[config.mk]
export PLATFORM = sky130hd
export DESIGN_NAME = transport_command_interlock
export DESIGN_NICKNAME = d
export VERILOG_FILES = /design/src/rtl/tci_pkg.sv /design/src/rtl/tci_cfg.sv /design/src/rtl/tci_core.sv /design/src/rtl/transport_command_interlock.sv
export SDC_FILE = /design/constraint.sdc
export NUM_CORES = 1
export LEC_CHECK = 0
export ABC_AREA = 1
export BUFFER_PORTS_ARGS = -buffer_cell sky130_fd_sc_hd__buf_4
export CORE_UTILIZATION = 65
export CTS_BUF_LIST = sky130_fd_sc_hd__clkbuf_8
export DETAILED_ROUTE_END_ITERATION = 6
export HOLD_SLACK_MARGIN = 0.15
export PLACE_DENSITY = 0.84
export SETUP_SLACK_MARGIN = 0.15
export SKIP_CTS_REPAIR_TIMING = 1
export SLEW_MARGIN = 20
export SYNTH_ARGS = -nofsm -noshare
export SYNTH_HDL_FRONTEND = slang
export SYNTH_SLANG_ARGS = --single-unit
[constraint.sdc]
create_clock -name aclk -period 9.8 [get_ports aclk]
set_input_delay 2.94 -clock aclk [delete_from_list [all_inputs] [get_ports aclk]]
set_output_delay 2.94 -clock aclk [all_outputs]
set_load 0.03 [all_outputs]
[src/rtl/tci_pkg.sv]
// ----------------------------------------------------------------------------
// Transport command interlock package
// Transaction types, command and status codes, register indexes and
// reset values shared by the interlock modules.
// ----------------------------------------------------------------------------
package tci_pkg;

    localparam int TIMER_WIDTH_DEF = 16;
    localparam int CFG_DATA_W      = 16;
    localparam int CFG_INDEX_W     = 2;

    // Register indexes
    localparam logic [CFG_INDEX_W-1:0] REG_PRESS        = 2'd0;
    localparam logic [CFG_INDEX_W-1:0] REG_MOTION_WIN   = 2'd1;
    localparam logic [CFG_INDEX_W-1:0] REG_SETTLE       = 2'd2;
    localparam logic [CFG_INDEX_W-1:0] REG_STOP_TIMEOUT = 2'd3;

    // Register reset values, before clamping to the timer range
    localparam logic [CFG_DATA_W-1:0] PRESS_RST        = 16'd200;
    localparam logic [CFG_DATA_W-1:0] MOTION_WIN_RST   = 16'd400;
    localparam logic [CFG_DATA_W-1:0] SETTLE_RST       = 16'd500;
    localparam logic [CFG_DATA_W-1:0] STOP_TIMEOUT_RST = 16'd8000;

    // Command codes
    localparam logic [2:0] CMD_STOP   = 3'd0;
    localparam logic [2:0] CMD_FF     = 3'd1;
    localparam logic [2:0] CMD_REW    = 3'd2;
    localparam logic [2:0] CMD_PLAY   = 3'd3;
    localparam logic [2:0] CMD_RECORD = 3'd4;
    localparam logic [2:0] CMD_ARM    = 3'd5;

    // Status codes
    localparam logic [2:0] ST_NONE      = 3'd0;
    localparam logic [2:0] ST_OK        = 3'd1;
    localparam logic [2:0] ST_NOT_ARMED = 3'd2;
    localparam logic [2:0] ST_TIMEOUT   = 3'd3;
    localparam logic [2:0] ST_UNKNOWN   = 3'd4;
    localparam logic [2:0] ST_BUSY      = 3'd5;

    typedef struct packed {
        logic       cmd_valid;
        logic [2:0] cmd_code;
        logic       motion_edge;
        logic       record_armed;
    } in_item_t;

    typedef struct packed {
        logic       stop_contact;
        logic       play_contact;
        logic       ff_contact;
        logic       rewind_contact;
        logic       record_contact;
        logic       busy_res;
        logic [2:0] cmd_status;
        logic       consume_arm;
        logic       reels_turning;
    } out_item_t;

endpackage

[src/rtl/tci_cfg.sv]
// ----------------------------------------------------------------------------
// Transport command interlock configuration registers
// Holds the four timing registers, clamping written values to the timer range.
// ----------------------------------------------------------------------------
module tci_cfg #(
    parameter int TIMER_WIDTH = tci_pkg::TIMER_WIDTH_DEF
) (
    input  logic                             aclk,
    input  logic                             aresetn,
    input  logic                             cfg_wr_en,
    input  logic [tci_pkg::CFG_INDEX_W-1:0]  cfg_index,
    input  logic [tci_pkg::CFG_DATA_W-1:0]   cfg_wdata,
    output logic [TIMER_WIDTH-1:0]           press_ticks,
    output logic [TIMER_WIDTH-1:0]           motion_window_ticks,
    output logic [TIMER_WIDTH-1:0]           settle_ticks,
    output logic [TIMER_WIDTH-1:0]           stop_timeout_ticks
);
    import tci_pkg::*;

    localparam logic [32:0] TMAX = (33'd1 << TIMER_WIDTH) - 33'd1;

    // Saturate a register value at the top of the timer range
    function automatic logic [TIMER_WIDTH-1:0] clamp(input logic [CFG_DATA_W-1:0] v);
        logic [TIMER_WIDTH-1:0] r;
        if (33'(v) > TMAX) begin
            r = '1;
        end else begin
            r = TIMER_WIDTH'(v);
        end
        return r;
    endfunction

    logic [TIMER_WIDTH-1:0] press_reg;
    logic [TIMER_WIDTH-1:0] motion_win_reg;
    logic [TIMER_WIDTH-1:0] settle_reg;
    logic [TIMER_WIDTH-1:0] stop_timeout_reg;

    always_ff @(posedge aclk) begin
        if (!aresetn) begin
            press_reg        <= clamp(PRESS_RST);
            motion_win_reg   <= clamp(MOTION_WIN_RST);
            settle_reg       <= clamp(SETTLE_RST);
            stop_timeout_reg <= clamp(STOP_TIMEOUT_RST);
        end else if (cfg_wr_en) begin
            case (cfg_index)
                REG_PRESS:        press_reg        <= clamp(cfg_wdata);
                REG_MOTION_WIN:   motion_win_reg   <= clamp(cfg_wdata);
                REG_SETTLE:       settle_reg       <= clamp(cfg_wdata);
                REG_STOP_TIMEOUT: stop_timeout_reg <= clamp(cfg_wdata);
                default: ;
            endcase
        end
    end

    assign press_ticks         = press_reg;
    assign motion_window_ticks = motion_win_reg;
    assign settle_ticks        = settle_reg;
    assign stop_timeout_ticks  = stop_timeout_reg;

endmodule

[src/rtl/tci_core.sv]
// ----------------------------------------------------------------------------
// Transport command interlock sequencer core
// Motion counter, command sequencer state and the per-tick result logic.
// ----------------------------------------------------------------------------
module tci_core #(
    parameter int TIMER_WIDTH = tci_pkg::TIMER_WIDTH_DEF
) (
    input  logic                   aclk,
    input  logic                   aresetn,
    input  logic                   step_en,
    input  tci_pkg::in_item_t      item,
    input  logic [TIMER_WIDTH-1:0] press_ticks,
    input  logic [TIMER_WIDTH-1:0] motion_window_ticks,
    input  logic [TIMER_WIDTH-1:0] settle_ticks,
    input  logic [TIMER_WIDTH-1:0] stop_timeout_ticks,
    output tci_pkg::out_item_t     result
);
    import tci_pkg::*;

    typedef enum logic [5:0] {
        PH_IDLE       = 6'b000001,
        PH_PRESS      = 6'b000010,
        PH_STOP_PRESS = 6'b000100,
        PH_WAIT_STOP  = 6'b001000,
        PH_SETTLE     = 6'b010000,
        PH_FINAL      = 6'b100000
    } phase_t;

    // Contact mask bits
    localparam int C_STOP = 0;
    localparam int C_PLAY = 1;
    localparam int C_FF   = 2;
    localparam int C_REW  = 3;
    localparam int C_REC  = 4;

    localparam logic [TIMER_WIDTH-1:0] TMR_ONE = TIMER_WIDTH'(1);

    phase_t                 phase_reg, phase_next;
    logic [TIMER_WIDTH-1:0] timer_reg, timer_next;
    logic [TIMER_WIDTH-1:0] motion_reg, motion_next;
    logic [4:0]             target_reg, target_next;
    logic                   rec_seq_reg, rec_seq_next;

    logic       moving;
    logic [4:0] contacts;
    logic [2:0] status;
    logic       busy;
    logic       consume;

    always_comb begin
        // Motion counter saturates at the top of the timer range
        if (item.motion_edge) begin
            motion_next = '0;
        end else if (motion_reg != '1) begin
            motion_next = motion_reg + TMR_ONE;
        end else begin
            motion_next = motion_reg;
        end
        moving = motion_next < motion_window_ticks;

        phase_next   = phase_reg;
        timer_next   = timer_reg;
        target_next  = target_reg;
        rec_seq_next = rec_seq_reg;
        contacts     = '0;
        status       = ST_NONE;
        busy         = 1'b0;
        consume      = 1'b0;

        // Command intake
        if (phase_reg != PH_IDLE) begin
            busy = 1'b1;
            if (item.cmd_valid) begin
                status = ST_BUSY;
            end
        end else if (item.cmd_valid) begin
            if (item.cmd_code inside {CMD_STOP, CMD_FF, CMD_REW}) begin
                target_next = '0;
                case (item.cmd_code)
                    CMD_STOP: target_next[C_STOP] = 1'b1;
                    CMD_FF:   target_next[C_FF]   = 1'b1;
                    default:  target_next[C_REW]  = 1'b1;
                endcase
                rec_seq_next = 1'b0;
                phase_next   = PH_PRESS;
                timer_next   = press_ticks;
                busy         = 1'b1;
            end else if (item.cmd_code inside {CMD_PLAY, CMD_RECORD}) begin
                if (item.cmd_code == CMD_RECORD && !item.record_armed) begin
                    status = ST_NOT_ARMED;
                end else begin
                    rec_seq_next         = (item.cmd_code == CMD_RECORD);
                    target_next          = '0;
                    target_next[C_PLAY]  = 1'b1;
                    target_next[C_REC]   = (item.cmd_code == CMD_RECORD);
                    if (moving) begin
                        phase_next = PH_STOP_PRESS;
                        timer_next = press_ticks;
                    end else begin
                        phase_next = PH_WAIT_STOP;
                        timer_next = '0;
                    end
                    busy = 1'b1;
                end
            end else if (item.cmd_code == CMD_ARM) begin
                status = ST_OK;
            end else begin
                status = ST_UNKNOWN;
            end
        end

        // Sequence advance, including a phase entered this tick
        case (phase_next)
            PH_PRESS: begin
                contacts = target_next;
                if (timer_next <= TMR_ONE) begin
                    phase_next = PH_IDLE;
                    timer_next = '0;
                    status     = ST_OK;
                end else begin
                    timer_next = timer_next - TMR_ONE;
                end
            end
            PH_STOP_PRESS: begin
                contacts[C_STOP] = 1'b1;
                if (timer_next <= TMR_ONE) begin
                    phase_next = PH_WAIT_STOP;
                    timer_next = '0;
                end else begin
                    timer_next = timer_next - TMR_ONE;
                end
            end
            PH_WAIT_STOP: begin
                if (!moving) begin
                    phase_next = PH_SETTLE;
                    timer_next = settle_ticks;
                end else if (timer_next >= stop_timeout_ticks) begin
                    phase_next = PH_IDLE;
                    timer_next = '0;
                    status     = ST_TIMEOUT;
                end else begin
                    timer_next = timer_next + TMR_ONE;
                end
            end
            PH_SETTLE: begin
                if (timer_next != '0) begin
                    timer_next = timer_next - TMR_ONE;
                end else begin
                    phase_next = PH_FINAL;
                    timer_next = press_ticks;
                end
            end
            default: ;
        endcase

        // The final press may start on the tick that settling ends
        if (phase_next == PH_FINAL) begin
            contacts = target_next;
            if (timer_next <= TMR_ONE) begin
                phase_next = PH_IDLE;
                timer_next = '0;
                status     = ST_OK;
                consume    = rec_seq_next;
            end else begin
                timer_next = timer_next - TMR_ONE;
            end
        end
    end

    always_ff @(posedge aclk) begin
        if (!aresetn) begin
            phase_reg   <= PH_IDLE;
            timer_reg   <= '0;
            motion_reg  <= '0;
            target_reg  <= '0;
            rec_seq_reg <= 1'b0;
        end else if (step_en) begin
            phase_reg   <= phase_next;
            timer_reg   <= timer_next;
            motion_reg  <= motion_next;
            target_reg  <= target_next;
            rec_seq_reg <= rec_seq_next;
        end
    end

    always_comb begin
        result.stop_contact   = contacts[C_STOP];
        result.play_contact   = contacts[C_PLAY];
        result.ff_contact     = contacts[C_FF];
        result.rewind_contact = contacts[C_REW];
        result.record_contact = contacts[C_REC];
        result.busy_res       = busy;
        result.cmd_status     = status;
        result.consume_arm    = consume;
        result.reels_turning  = moving;
    end

endmodule

[src/rtl/transport_command_interlock.sv]
// ----------------------------------------------------------------------------
// Transport command interlock
// Tick-driven remote-contact sequencer for a tape transport: one input
// transaction per tick, one result transaction per tick.
// ----------------------------------------------------------------------------
//  Channel   Ports                               Direction  Transaction
//  s_        s_valid / s_ready / s_data          in         one tick: command, edge
//  m_        m_valid / m_ready / m_data          out        one tick: contacts, status
//  cfg_      cfg_wr_en / cfg_index / cfg_wdata   in         register write, no wait
//
//  A transaction is captured in the input register, stepped through the
//  sequencer and lands in the result register; one transaction per cycle is
//  sustained while m_ready stays high.
//  Synchronous active-low reset puts the sequencer idle, reels counted as moving.
//  A stalled result holds the result register; the input register takes a
//  further transaction only once its own contents move on.
// ----------------------------------------------------------------------------
module transport_command_interlock #(
    parameter int TIMER_WIDTH = tci_pkg::TIMER_WIDTH_DEF
) (
    input  logic                             aclk,
    input  logic                             aresetn,
    input  logic                             s_valid,
    output logic                             s_ready,
    input  tci_pkg::in_item_t                s_data,
    output logic                             m_valid,
    input  logic                             m_ready,
    output tci_pkg::out_item_t               m_data,
    input  logic                             cfg_wr_en,
    input  logic [tci_pkg::CFG_INDEX_W-1:0]  cfg_index,
    input  logic [tci_pkg::CFG_DATA_W-1:0]   cfg_wdata
);
    import tci_pkg::*;

    logic                   in_valid_reg, in_valid_next;
    in_item_t               in_data_reg;
    logic                   m_valid_reg, m_valid_next;
    out_item_t              m_data_reg;
    logic                   advance;
    out_item_t              step_result;
    logic [TIMER_WIDTH-1:0] press_ticks;
    logic [TIMER_WIDTH-1:0] motion_window_ticks;
    logic [TIMER_WIDTH-1:0] settle_ticks;
    logic [TIMER_WIDTH-1:0] stop_timeout_ticks;

    // Step the held transaction whenever the result register is free
    assign advance = in_valid_reg && (!m_valid_reg || m_ready);
    assign s_ready = !in_valid_reg || advance;

    always_comb begin
        in_valid_next = in_valid_reg;
        if (s_valid && s_ready) begin
            in_valid_next = 1'b1;
        end else if (advance) begin
            in_valid_next = 1'b0;
        end

        m_valid_next = m_valid_reg;
        if (advance) begin
            m_valid_next = 1'b1;
        end else if (m_ready) begin
            m_valid_next = 1'b0;
        end
    end

    always_ff @(posedge aclk) begin
        if (!aresetn) begin
            in_valid_reg <= 1'b0;
            m_valid_reg  <= 1'b0;
        end else begin
            in_valid_reg <= in_valid_next;
            m_valid_reg  <= m_valid_next;
        end
    end

    always_ff @(posedge aclk) begin
        if (s_valid && s_ready) begin
            in_data_reg <= s_data;
        end
        if (advance) begin
            m_data_reg <= step_result;
        end
    end

    tci_cfg #(
        .TIMER_WIDTH (TIMER_WIDTH)
    ) u_cfg (
        .aclk                (aclk),
        .aresetn             (aresetn),
        .cfg_wr_en           (cfg_wr_en),
        .cfg_index           (cfg_index),
        .cfg_wdata           (cfg_wdata),
        .press_ticks         (press_ticks),
        .motion_window_ticks (motion_window_ticks),
        .settle_ticks        (settle_ticks),
        .stop_timeout_ticks  (stop_timeout_ticks)
    );

    tci_core #(
        .TIMER_WIDTH (TIMER_WIDTH)
    ) u_core (
        .aclk                (aclk),
        .aresetn             (aresetn),
        .step_en             (advance),
        .item                (in_data_reg),
        .press_ticks         (press_ticks),
        .motion_window_ticks (motion_window_ticks),
        .settle_ticks        (settle_ticks),
        .stop_timeout_ticks  (stop_timeout_ticks),
        .result              (step_result)
    );

    assign m_valid = m_valid_reg;
    assign m_data  = m_data_reg;

endmodule
==> metrics.txt, run 1 <==
run status complete, no violations; WP data arrival 8070 ps; Switch Pwr 0.656 mW; Top Ports 42; number of antenna violations at the first check in global routing 0; most frequently used cell type in the post-synthesis netlist sky130_fd_sc_hd__nand2_1; total clock sinks 127; type of the tightest min-delay check flip-flop to flip-flop; cell area after technology mapping 0.00901 sq mm; largest stage delay on the critical path 660 ps; number of enable-type register cells in the synthesized netlist 17; max-slew headroom at the worst pin 45.4%; number of cells produced by synthesis 1,335; global-route wire length before repair 44.1 mm; ys async rst share 0%; post-synthesis net count 1,401; number of antenna-violating nets in the routed design 0; RD Place Congestion 0.974; clock tree from TritonCTS built; HPWL reported at the end of detailed placement 20.3 mm; Post-Route WL 27.7 mm; chip height 120 um; ranking of synthesized cells by instance count sky130_fd_sc_hd__nand2_1 (262), sky130_fd_sc_hd__nor2_1 (179), sky130_fd_sc_hd__inv_1 (154), sky130_fd_sc_hd__o21ai_0 (117), sky130_fd_sc_hd__dfxtp_1 (110); iteration-0 DRC count of the detailed router 1,054; pre-CTS setup slack 2150 ps; final total power 1.58 mW; number of distinct library cell variants in the gate-level netlist after synthesis 53; final worst-path setup slack 2130 ps; Tmin final 7670 ps; critical path peak fanout 17; final standard cell count with taps included and fillers excluded 1,543; internal power component 0.929 mW; leakage component of the power 4.49 nW; share of Yosys cell area claimed by the top area cell type 24.4%; total congestion overflow 0; Flop pwr share 36.5%; Placeable Area 0.0134 sq mm; total global-route track usage 40.0%; Longest Clk Path Bufs 2; predominant post-synthesis flop cell sky130_fd_sc_hd__dfxtp_1; Final Cell Area 0.00973 sq mm; proportion of power drawn by combinational gates 34.7%; slew at the pin closest to its max-slew limit 816 ps; number of buffers created by CTS 17; area delta synth->final 7.88%; total negative slack for setup checks 0 ps; share of post-route cells with drive strength above 1 15.7%; clock-pin transition on the worst setup and hold timing paths 90 ps; power per unit of standard cell area 163 mW/mm^2; starting density of the core 67.3%; overall die width 120 um; cell occurring most often along the worst timing path sky130_fd_sc_hd__nand2_1; number of cell rows 42; Crit Path Category flip-flop to flip-flop; sequential element share of the synthesized area 30.1%; RSZ-0062 raised after global routing no; CP Capture Type flip-flop; Layout Utilization 72.6%; smallest hold slack 470 ps; pin count of the biggest net entering global routing 80; Post-route DRC 0; flip-flop and latch count after synthesis 127; cell accounting for the most synthesized area sky130_fd_sc_hd__dfxtp_1; fmax 0.130 GHz; type of element launching the critical path flip-flop; data required time at the worst endpoint 10,200 ps; Die Footprint 0.0143 sq mm; max cap viols 0; share of total power in the clock network 28.7%; count of endpoints failing hold in the final timing report 0; final setup violation count 0; switching part of the total 41.4%; number of vias per cell 5.93; maximum level of the CTS H-tree 4; final routed wire length divided by cell count 18.0 um; post-synthesis area per instance 6.75 sq um; instance area after placement 0.00934 sq mm; via total after detailed routing 9,152; placed cell count 1,511; diode insertion count for antenna repair 0; main area contributors after synthesis sky130_fd_sc_hd__dfxtp_1 (24%), sky130_fd_sc_hd__nand2_1 (11%), sky130_fd_sc_hd__nor2_1 (7.5%), sky130_fd_sc_hd__o21ai_0 (6.5%), sky130_fd_sc_hd__inv_1 (6.4%); number of buffers added on ports 41; Slowest-stage cell, CP sky130_fd_sc_hd__a211oi_4; clock root buffer sky130_fd_sc_hd__clkbuf_8; fraction of the cycle the final worst path needs 78.3%; worst IR drop on VDD 0.136 mV; via count of the first global-routing pass 8,458; clock latency at the later pin of the worst-skew pair 460 ps; Pre-Repair DR Iteration Count 6; final net count 1,420; Synth Warn # 0; number of pins exceeding their max-slew limit in the final report 0; Max Clock Skew 12.2 ps
==> area by class of cell <==
class / instances / area (sq um)
multi-input cells: 994 / 5430
flip-flops and latches: 127 / 2710
well taps: 176 / 220
clock buffers: 17 / 234
clock inverters: 15 / 146
fillers: 1154 / 3670
repair buffers: 46 / 345
inverters: 168 / 633
==> critical path: cells and delay by family (launching register included) <==
family | cells | cell delay (ps)
buf+inv | 3 | 420
simple gates | 26 | 3230
fa+ha+maj | 3 | 850
flops | 1 | 390
compound gates | 10 | 2700
==> path summary, 6_finish.rpt <==
kind,start,end,slack (ps),cells past startpoint
worst min-delay path,u_cfg.motion_window_ticks[1],u_cfg.motion_window_ticks[1],470,2
worst min register to register,u_cfg.motion_window_ticks[1],u_cfg.motion_window_ticks[1],470,2
worst max register to register,u_core.motion_reg[0],u_core.timer_reg[5],2130,42
worst max-delay path,u_core.motion_reg[0],u_core.timer_reg[5],2130,42
==> power by group through the flow <==
stage	Sequential (mW)	Clock [mW]	Combinational (mW)
after floorplan	0.587	0	0.413
after global placement	0.589	0	0.527
after detailed placement	0.589	0	0.533
after CTS	0.578	0.458	0.537
after global routing	0.581	0.478	0.604
final	0.579	0.456	0.550
==> cells in the final DEF, fill, tap and decap left out, types with 37 or more instances in the layout <==
cell type and count:
sky130_fd_sc_hd__o21ai_0 117, sky130_fd_sc_hd__nand4_1 42, sky130_fd_sc_hd__nand2_2 45, sky130_fd_sc_hd__dfxtp_1 110, sky130_fd_sc_hd__ha_1 37, sky130_fd_sc_hd__nand2_1 262
sky130_fd_sc_hd__nor2_1 178, sky130_fd_sc_hd__inv_1 154, sky130_fd_sc_hd__nand3_1 61, sky130_fd_sc_hd__buf_4 46, sky130_fd_sc_hd__a21oi_1 104
==> cells by family (layout without fill, tap and decap cells) <==
kind of cell,Yosys count,in the layout,share of synthesized area (%)
AOI/OAI and AO/OA,273,273,16.8
xor gates and xnor gates,18,18,1.75
adders and majority gates,37,37,5.14
buffers and inverters,214,246,9.74
DFF,127,127,30.1
and+or+nand+nor,666,666,36.5
==> routing by layer <==
layer	up-vias	track usage, %	routed length, um
met5	-	0	0
met4	0	22.1	1240
met3	84	8.60	2310
met2	451	63.7	12700
met1	4202	50.1	11500
li1	4415	-	-
No activity file was read; power rests on OpenSTA's default activity.
==> run 2: changes to the inputs <==
--- a/config.mk
+++ b/config.mk
@@ -5,13 +5,13 @@
 export SDC_FILE = /design/constraint.sdc
 export NUM_CORES = 1
 export LEC_CHECK = 0
-export ABC_AREA = 1
+export ABC_AREA = 0
 export BUFFER_PORTS_ARGS = -buffer_cell sky130_fd_sc_hd__buf_4
-export CORE_UTILIZATION = 65
+export CORE_UTILIZATION = 58
 export CTS_BUF_LIST = sky130_fd_sc_hd__clkbuf_8
 export DETAILED_ROUTE_END_ITERATION = 6
 export HOLD_SLACK_MARGIN = 0.15
-export PLACE_DENSITY = 0.84
+export PLACE_DENSITY = 0.79
 export SETUP_SLACK_MARGIN = 0.15
 export SKIP_CTS_REPAIR_TIMING = 1
 export SLEW_MARGIN = 20
==> constraint.sdc (replaced) <==
create_clock -name aclk -period 6.43 [get_ports aclk]
set_input_delay 1.929 -clock aclk [delete_from_list [all_inputs] [get_ports aclk]]
set_output_delay 1.929 -clock aclk [all_outputs]
set_load 0.03 [all_outputs]
==> run 2 against run 1 <==
Net effect:
- the flow now finishes with violations (setup timing)
- largest power group unchanged
- highest routed layer unchanged
- largest cell class unchanged
- critical path type unchanged
- total power is 31% higher
- setup slack worse by 2400 ps
- core utilization fell by 0.35 points
==> metrics.txt, run 2 <==
share of Yosys cell area claimed by the top area cell type 25.5% (+1.1 points); placed cell count 1,376 (-8.9%); fraction of the cycle the final worst path needs 104% (+26 points); Fillers 1,167 (+1.1%); share of post-route cells with drive strength above 1 23.2% (+7.5 points); Final Cell Area 0.0105 sq mm (+7.9%); Synth Warn # 0 (unchanged); final net count 1,299 (-8.5%); register area 0.00272 sq mm (+0.37%); cell area after technology mapping 0.00864 sq mm (-4.2%); Worst Path Buf+Inv 7 (+4); Top Ports 42 (unchanged); maximum level of the CTS H-tree 4 (unchanged); most used cells in the layout excluding fill and tap cells sky130_fd_sc_hd__nand2_1 (214), sky130_fd_sc_hd__buf_4 (139), sky130_fd_sc_hd__a21oi_1 (125), sky130_fd_sc_hd__dfxtp_1 (106), sky130_fd_sc_hd__nor2_1 (68); clock latency at the later pin of the worst-skew pair 470 ps (about the same); most frequently used cell type in the post-synthesis netlist sky130_fd_sc_hd__nand2_1; instance area after placement 0.00972 sq mm (+4.1%); clock tree from TritonCTS built; Placeable Area 0.0145 sq mm (+8.5%); final standard cell count with taps included and fillers excluded 1,430 (-7.3%); post-synthesis area per instance 7.63 sq um (+13%); via count of the first global-routing pass 7,881 (-6.8%); worst IR drop on VDD 0.246 mV (+81%); iteration-0 DRC count of the detailed router 840 (-20%); count of endpoints failing hold in the final timing report 0 (unchanged); RSZ-0062 raised after global routing yes; CP Capture Type flip-flop; number of buffers created by CTS 17 (unchanged); area delta synth->final 21.5%; total clock sinks 127 (unchanged); final worst-path setup slack -260 ps (-2390 ps); max-slew headroom at the worst pin 24.9% (-20 points); Longest Clk Path Bufs 2 (unchanged); number of buffers added on ports 41 (unchanged); number of enable-type register cells in the synthesized netlist 17 (unchanged); via total after detailed routing 8,990 (-1.8%); area occupied by multi-input gates 0.00580 sq mm (+6.7%); number of cells produced by synthesis 1,132 (-15%); diode insertion count for antenna repair 0 (unchanged); number of antenna-violating nets in the routed design 0 (unchanged); Max Clock Skew 21.4 ps (+9.20 ps); leakage component of the power 4.18 nW (-6.8%); failing checks setup timing; slew at the pin closest to its max-slew limit 1120 ps (+306 ps); Tmin final 6690 ps (-980 ps); type of element launching the critical path flip-flop; global-route wire length before repair 43.1 mm (-2.2%); cell accounting for the most synthesized area sky130_fd_sc_hd__dfxtp_1; Die Footprint 0.0154 sq mm (+7.2%); WP data arrival 7050 ps (-1020 ps); Crit Path Category flip-flop to flip-flop; number of vias per cell 6.29 (+6.0%); number of distinct library cell variants in the gate-level netlist after synthesis 99 (+87%); type of the tightest min-delay check flip-flop to flip-flop; overall die width 124 um (+3.6%); starting density of the core 59.4% (-7.8 points); chip height 124 um (+3.6%); number of pins exceeding their max-slew limit in the final report 0 (unchanged); pin count of the biggest net entering global routing 71 (-11%); RD Place Congestion 1.04 (+6.8%); largest stage delay on the critical path 560 ps (-100 ps); clock-pin transition on the worst setup and hold timing paths 100 ps (about the same); ys async rst share 0% (unchanged); predominant post-synthesis flop cell sky130_fd_sc_hd__dfxtp_1; final setup violation count 20 (+20); max cap viols 0 (unchanged); run status complete, but fails checks; most common cell after layout, fill and taps aside sky130_fd_sc_hd__nand2_1; pre-CTS setup slack -90.4 ps (-2240 ps); clock root buffer sky130_fd_sc_hd__clkbuf_8; fmax 0.149 GHz (+15%); Post-route DRC 0 (unchanged); Slowest-stage cell, CP sky130_fd_sc_hd__or4_4; Post-Route WL 29.1 mm (+4.8%); number of cell rows 44 (+4.8%); sequential element share of the synthesized area 31.4% (+1.3 points); final routed wire length divided by cell count 20.3 um (+13%); data required time at the worst endpoint 6790 ps (-3410 ps); critical path's top delay family simple AND/OR/NAND/NOR gates; total congestion overflow 0 (unchanged); critical path peak fanout 7 (-10); total global-route track usage 37.8% (-2.2 points); main area contributors after synthesis sky130_fd_sc_hd__dfxtp_1 (25%), sky130_fd_sc_hd__nand2_1 (9.3%), sky130_fd_sc_hd__a21oi_1 (7.7%), sky130_fd_sc_hd__edfxtp_1 (5.9%), sky130_fd_sc_hd__ha_1 (5.4%); number of antenna violations at the first check in global routing 0 (unchanged); power per unit of standard cell area 197 mW/mm^2 (+21%); Layout Utilization 72.2% (-0.35 points); ranking of synthesized cells by instance count sky130_fd_sc_hd__nand2_1 (215), sky130_fd_sc_hd__a21oi_1 (133), sky130_fd_sc_hd__dfxtp_1 (110), sky130_fd_sc_hd__nor2_1 (70), sky130_fd_sc_hd__inv_1 (55); Pre-Repair DR Iteration Count 5 (-1); post-synthesis net count 1,198 (-14%); flip-flop and latch count after synthesis 127 (unchanged); HPWL reported at the end of detailed placement 21.9 mm (+7.6%)
run 2: kinds of logic after synthesis:
group / count (synthesis) / share of synthesized area (%)
AO/OA/AOI/OAI: 328 / 25.5
flip-flops: 127 / 31.4
AND/OR/NAND/NOR: 481 / 28.1
buffers and inverters: 121 / 5.69
adder cells (fa/ha/maj): 37 / 5.36
XOR/XNOR: 32 / 3.24
multiplexers: 6 / 0.724
run 2: final timing paths:
kind	depth (start not counted)	slack [ps]	startpoint	to
worst max-delay path	38	-260	u_core.motion_reg[1]	u_core.timer_reg[14]
worst min-delay path	2	460	u_cfg.motion_window_ticks[13]	u_cfg.motion_window_ticks[13]
worst max register to register	38	-260	u_core.motion_reg[1]	u_core.timer_reg[14]
worst min register to register	2	460	u_cfg.motion_window_ticks[13]	u_cfg.motion_window_ticks[13]
run 2: worst min-delay path, stage by stage, from the launching register on:
cell                      delay [ps]
sky130_fd_sc_hd__dfxtp_1         320
sky130_fd_sc_hd__nand2_1          50
sky130_fd_sc_hd__a21oi_1          50
run 2: per-layer routing:
metal	part of all wire, %	track usage (%)	vias to the layer above
li1	-	-	4267
met5	0	0	-
met4	3.4	16.2	0
met1	42	51.3	4182
met2	44	57.6	469
met3	10	7.83	72
run 2: report_power, final:
| part | internal [mW] | switching, mW |
|---|---|---|
| clock | 0.294 | 0.404 |
| sequential | 0.830 | 0.0316 |
| combinational | 0.209 | 0.300 |
| total | 1.33 | 0.736 |
run 2: metrics by stage:
stage                     setup TNS (ps)  hold slack (ps)  power, mW
final                              -3460              460       2.07
after global routing              -10890              479       2.15
after CTS                          -1860              459       2.03
after detailed placement            -497              447       1.34
after global placement                 0              441       1.33
after floorplan                        0              430       1.17
run 2: area by class of cell:
class / count / share of cell area [%]
Clock buffer: 17 / 2.23
Clock inverter: 15 / 1.60
Inverter: 58 / 2.07
Multi-Input combinational cell: 884 / 55.2
Sequential cell: 127 / 25.9
Tap cell: 184 / 2.19
Timing Repair Buffer: 145 / 10.8
==> run 3: changes to the inputs <==
--- a/config.mk
+++ b/config.mk
@@ -11,7 +11,7 @@
 export CTS_BUF_LIST = sky130_fd_sc_hd__clkbuf_8
 export DETAILED_ROUTE_END_ITERATION = 6
 export HOLD_SLACK_MARGIN = 0.15
-export PLACE_DENSITY = 0.79
+export PLACE_DENSITY = 0.82
 export SETUP_SLACK_MARGIN = 0.15
 export SKIP_CTS_REPAIR_TIMING = 1
 export SLEW_MARGIN = 20
==> run 3 against run 2 <==
Net effect:
- fmax is 2.1% higher
- total power is 1.3% higher
- register-to-register slack gained 140 ps
- via count grew 2.9%
- the run still ends with setup timing left
- clock skew down 8.5 ps
- die area did not move
- clock-buffer cell count rose by 4
- non-clock buffer count up 14
- sequential share of layout area fell by 0.44 points
- clock power grew 3%
- critical path type unchanged
- design area is 1.7% higher
==> metrics.txt, run 3 (synthesized netlist as in run 2, its figures left out) <==
total negative slack for setup checks -1100 ps (+2370 ps); number of pins exceeding their max-slew limit in the final report 0 (unchanged); final net count 1,313 (+1.1%); maximum level of the CTS H-tree 4 (unchanged); total global-route track usage 37.5% (-0.26 points); max-slew headroom at the worst pin 32.3% (+7.4 points); Longest Clk Path Bufs 2 (unchanged); share of total power in the clock network 34.1% (+0.3 points); run status complete, but fails checks; total clock sinks 127 (unchanged); clock tree from TritonCTS built; proportion of power drawn by combinational gates 24.7% (about the same); via count of the first global-routing pass 8,238 (+4.5%); number of antenna-violating nets in the routed design 0 (unchanged); number of buffers created by CTS 17 (unchanged); worst IR drop on VDD 0.250 mV (+1.6%); largest stage delay on the critical path 590 ps (+30 ps); chip height 124 um (unchanged); final routed wire length divided by cell count 20.1 um (-1.1%); leakage component of the power 4.27 nW (+2.1%); HPWL reported at the end of detailed placement 21.5 mm (-1.9%); clock-pin transition on the worst setup and hold timing paths 80 ps (-20 ps); WP data arrival 6910 ps (-140 ps); FF-to-FF path depth 36 (-5.3%); fraction of the cycle the final worst path needs 102% (-2.1 points); Tmin final 6550 ps (-136 ps); CP Capture Type flip-flop; iteration-0 DRC count of the detailed router 1,138 (+35%); global-route wire length before repair 43.4 mm (+0.77%); number of antenna violations at the first check in global routing 0 (unchanged); Post-Route WL 29.0 mm (-0.18%); failing checks setup timing; instance area after placement 0.00978 sq mm (+0.57%); clock latency at the later pin of the worst-skew pair 470 ps (about the same); type of the tightest min-delay check flip-flop to flip-flop; critical path peak fanout 7 (unchanged); number of buffers added on ports 41 (unchanged); power per unit of standard cell area 196 mW/mm^2 (-0.37%); starting density of the core 59.4% (unchanged); final worst-path setup slack -124 ps (+136 ps); total congestion overflow 0 (unchanged); RD Place Congestion 1.05 (+1.3%); Crit Path Category flip-flop to flip-flop; most common cell after layout, fill and taps aside sky130_fd_sc_hd__nand2_1; pin count of the biggest net entering global routing 71 (unchanged); final setup violation count 17 (-15%); share of post-route cells with drive strength above 1 26.1% (+2.9 points); number of cell rows 44 (unchanged); overall die width 124 um (unchanged); Flop pwr share 41.1% (-0.5 points); placed cell count 1,385 (+0.65%); number of vias per cell 6.41 (+2.0%); switching part of the total 31.6% (-4.0 points); total number of cells along the worst setup path 36 (-5.3%); final standard cell count with taps included and fillers excluded 1,443 (+0.91%); count of endpoints failing hold in the final timing report 0 (unchanged); Max Clock Skew 13.0 ps (-8.46 ps); Die Footprint 0.0154 sq mm (unchanged); Switch Pwr 0.663 mW (-10%); Post-route DRC 0 (unchanged); internal power component 1.43 mW (+7.6%); Pre-Repair DR Iteration Count 6 (+1); hold path depth 2 (unchanged); Placeable Area 0.0145 sq mm (unchanged); type of element launching the critical path flip-flop; Top Ports 42 (unchanged); pre-CTS setup slack -73.9 ps (+16.5 ps); Worst Path Buf+Inv 4 (-3); area delta synth->final 23.6%; clock root buffer sky130_fd_sc_hd__clkbuf_8; max cap viols 0 (unchanged); slew at the pin closest to its max-slew limit 1010 ps (-110 ps); Slowest-stage cell, CP sky130_fd_sc_hd__or4_4; diode insertion count for antenna repair 0 (unchanged); RSZ-0062 raised after global routing yes; data required time at the worst endpoint 6780 ps (about the same); most used cells in the layout excluding fill and tap cells sky130_fd_sc_hd__nand2_1 (210), sky130_fd_sc_hd__buf_4 (154), sky130_fd_sc_hd__a21oi_1 (122), sky130_fd_sc_hd__dfxtp_1 (104), sky130_fd_sc_hd__nor2_1 (65); Final Cell Area 0.0107 sq mm (+1.7%); via total after detailed routing 9,251 (+2.9%); fmax 0.153 GHz (+2.1%); critical path's top delay family simple AND/OR/NAND/NOR gates
[run 3: power by group through the flow]
| stage | registers, mW | clock network [mW] | logic, mW |
|---|---|---|---|
| finish | 0.863 | 0.716 | 0.519 |
| CTS | 0.860 | 0.723 | 0.464 |
| detailed placement | 0.878 | 0 | 0.461 |
| floorplan | 0.869 | 0 | 0.297 |
| global route | 0.865 | 0.755 | 0.557 |
| global placement | 0.877 | 0 | 0.457 |
[run 3: routing by layer]
layer / global-route usage (%) / share of wire [%] / vias to the layer above / wire length, um
li1: - / - / 4294 / -
met1: 50.5 / 41 / 4299 / 11900
met2: 56.8 / 44 / 575 / 12900
met3: 9.11 / 11 / 83 / 3200
met4: 16.1 / 3.6 / 0 / 1050
met5: 0 / 0 / - / 0
[run 3: worst reg2reg max path: cells and delay by family (launching register included)]
kind,cells,cell delay [ps]
buffers and inverters,4,500
adder cells (fa/ha/maj),4,990
AND/OR/NAND/NOR,18,2750
XOR/XNOR,1,140
flip-flops,1,360
AO/OA/AOI/OAI,8,1630
multiplexers,1,80
[run 3: final timing paths]
kind	start	end	slack, ps
hold reg to reg	u_core.target_reg[3]	u_core.target_reg[3]	460
hold / removal	u_core.target_reg[3]	u_core.target_reg[3]	460
setup / recovery	u_core.motion_reg[0]	u_core.timer_reg[8]	-120
setup reg to reg	u_core.motion_reg[0]	u_core.timer_reg[8]	-120
[run 3: cell type report]
type                    count  area [sq um]
clock buffers              21           289
clock inverters            10           123
fillers                  1109          3850
inverters                  58           218
multi-input cells         884          5880
flip-flops and latches    127          2720
well taps                 184           230
repair buffers            159          1220
[run 3: stage by stage]
step / total power [mW] / hold WS (ps) / util [%]
2_1_floorplan: 1.17 / 430 / -
3_3_place_gp: 1.33 / 439 / 67.3
3_5_place_dp: 1.34 / 445 / 67.3
4_1_cts: 2.05 / 454 / 70.1
5_1_grt: 2.18 / 472 / 73.5
6_report: 2.10 / 456 / 73.5
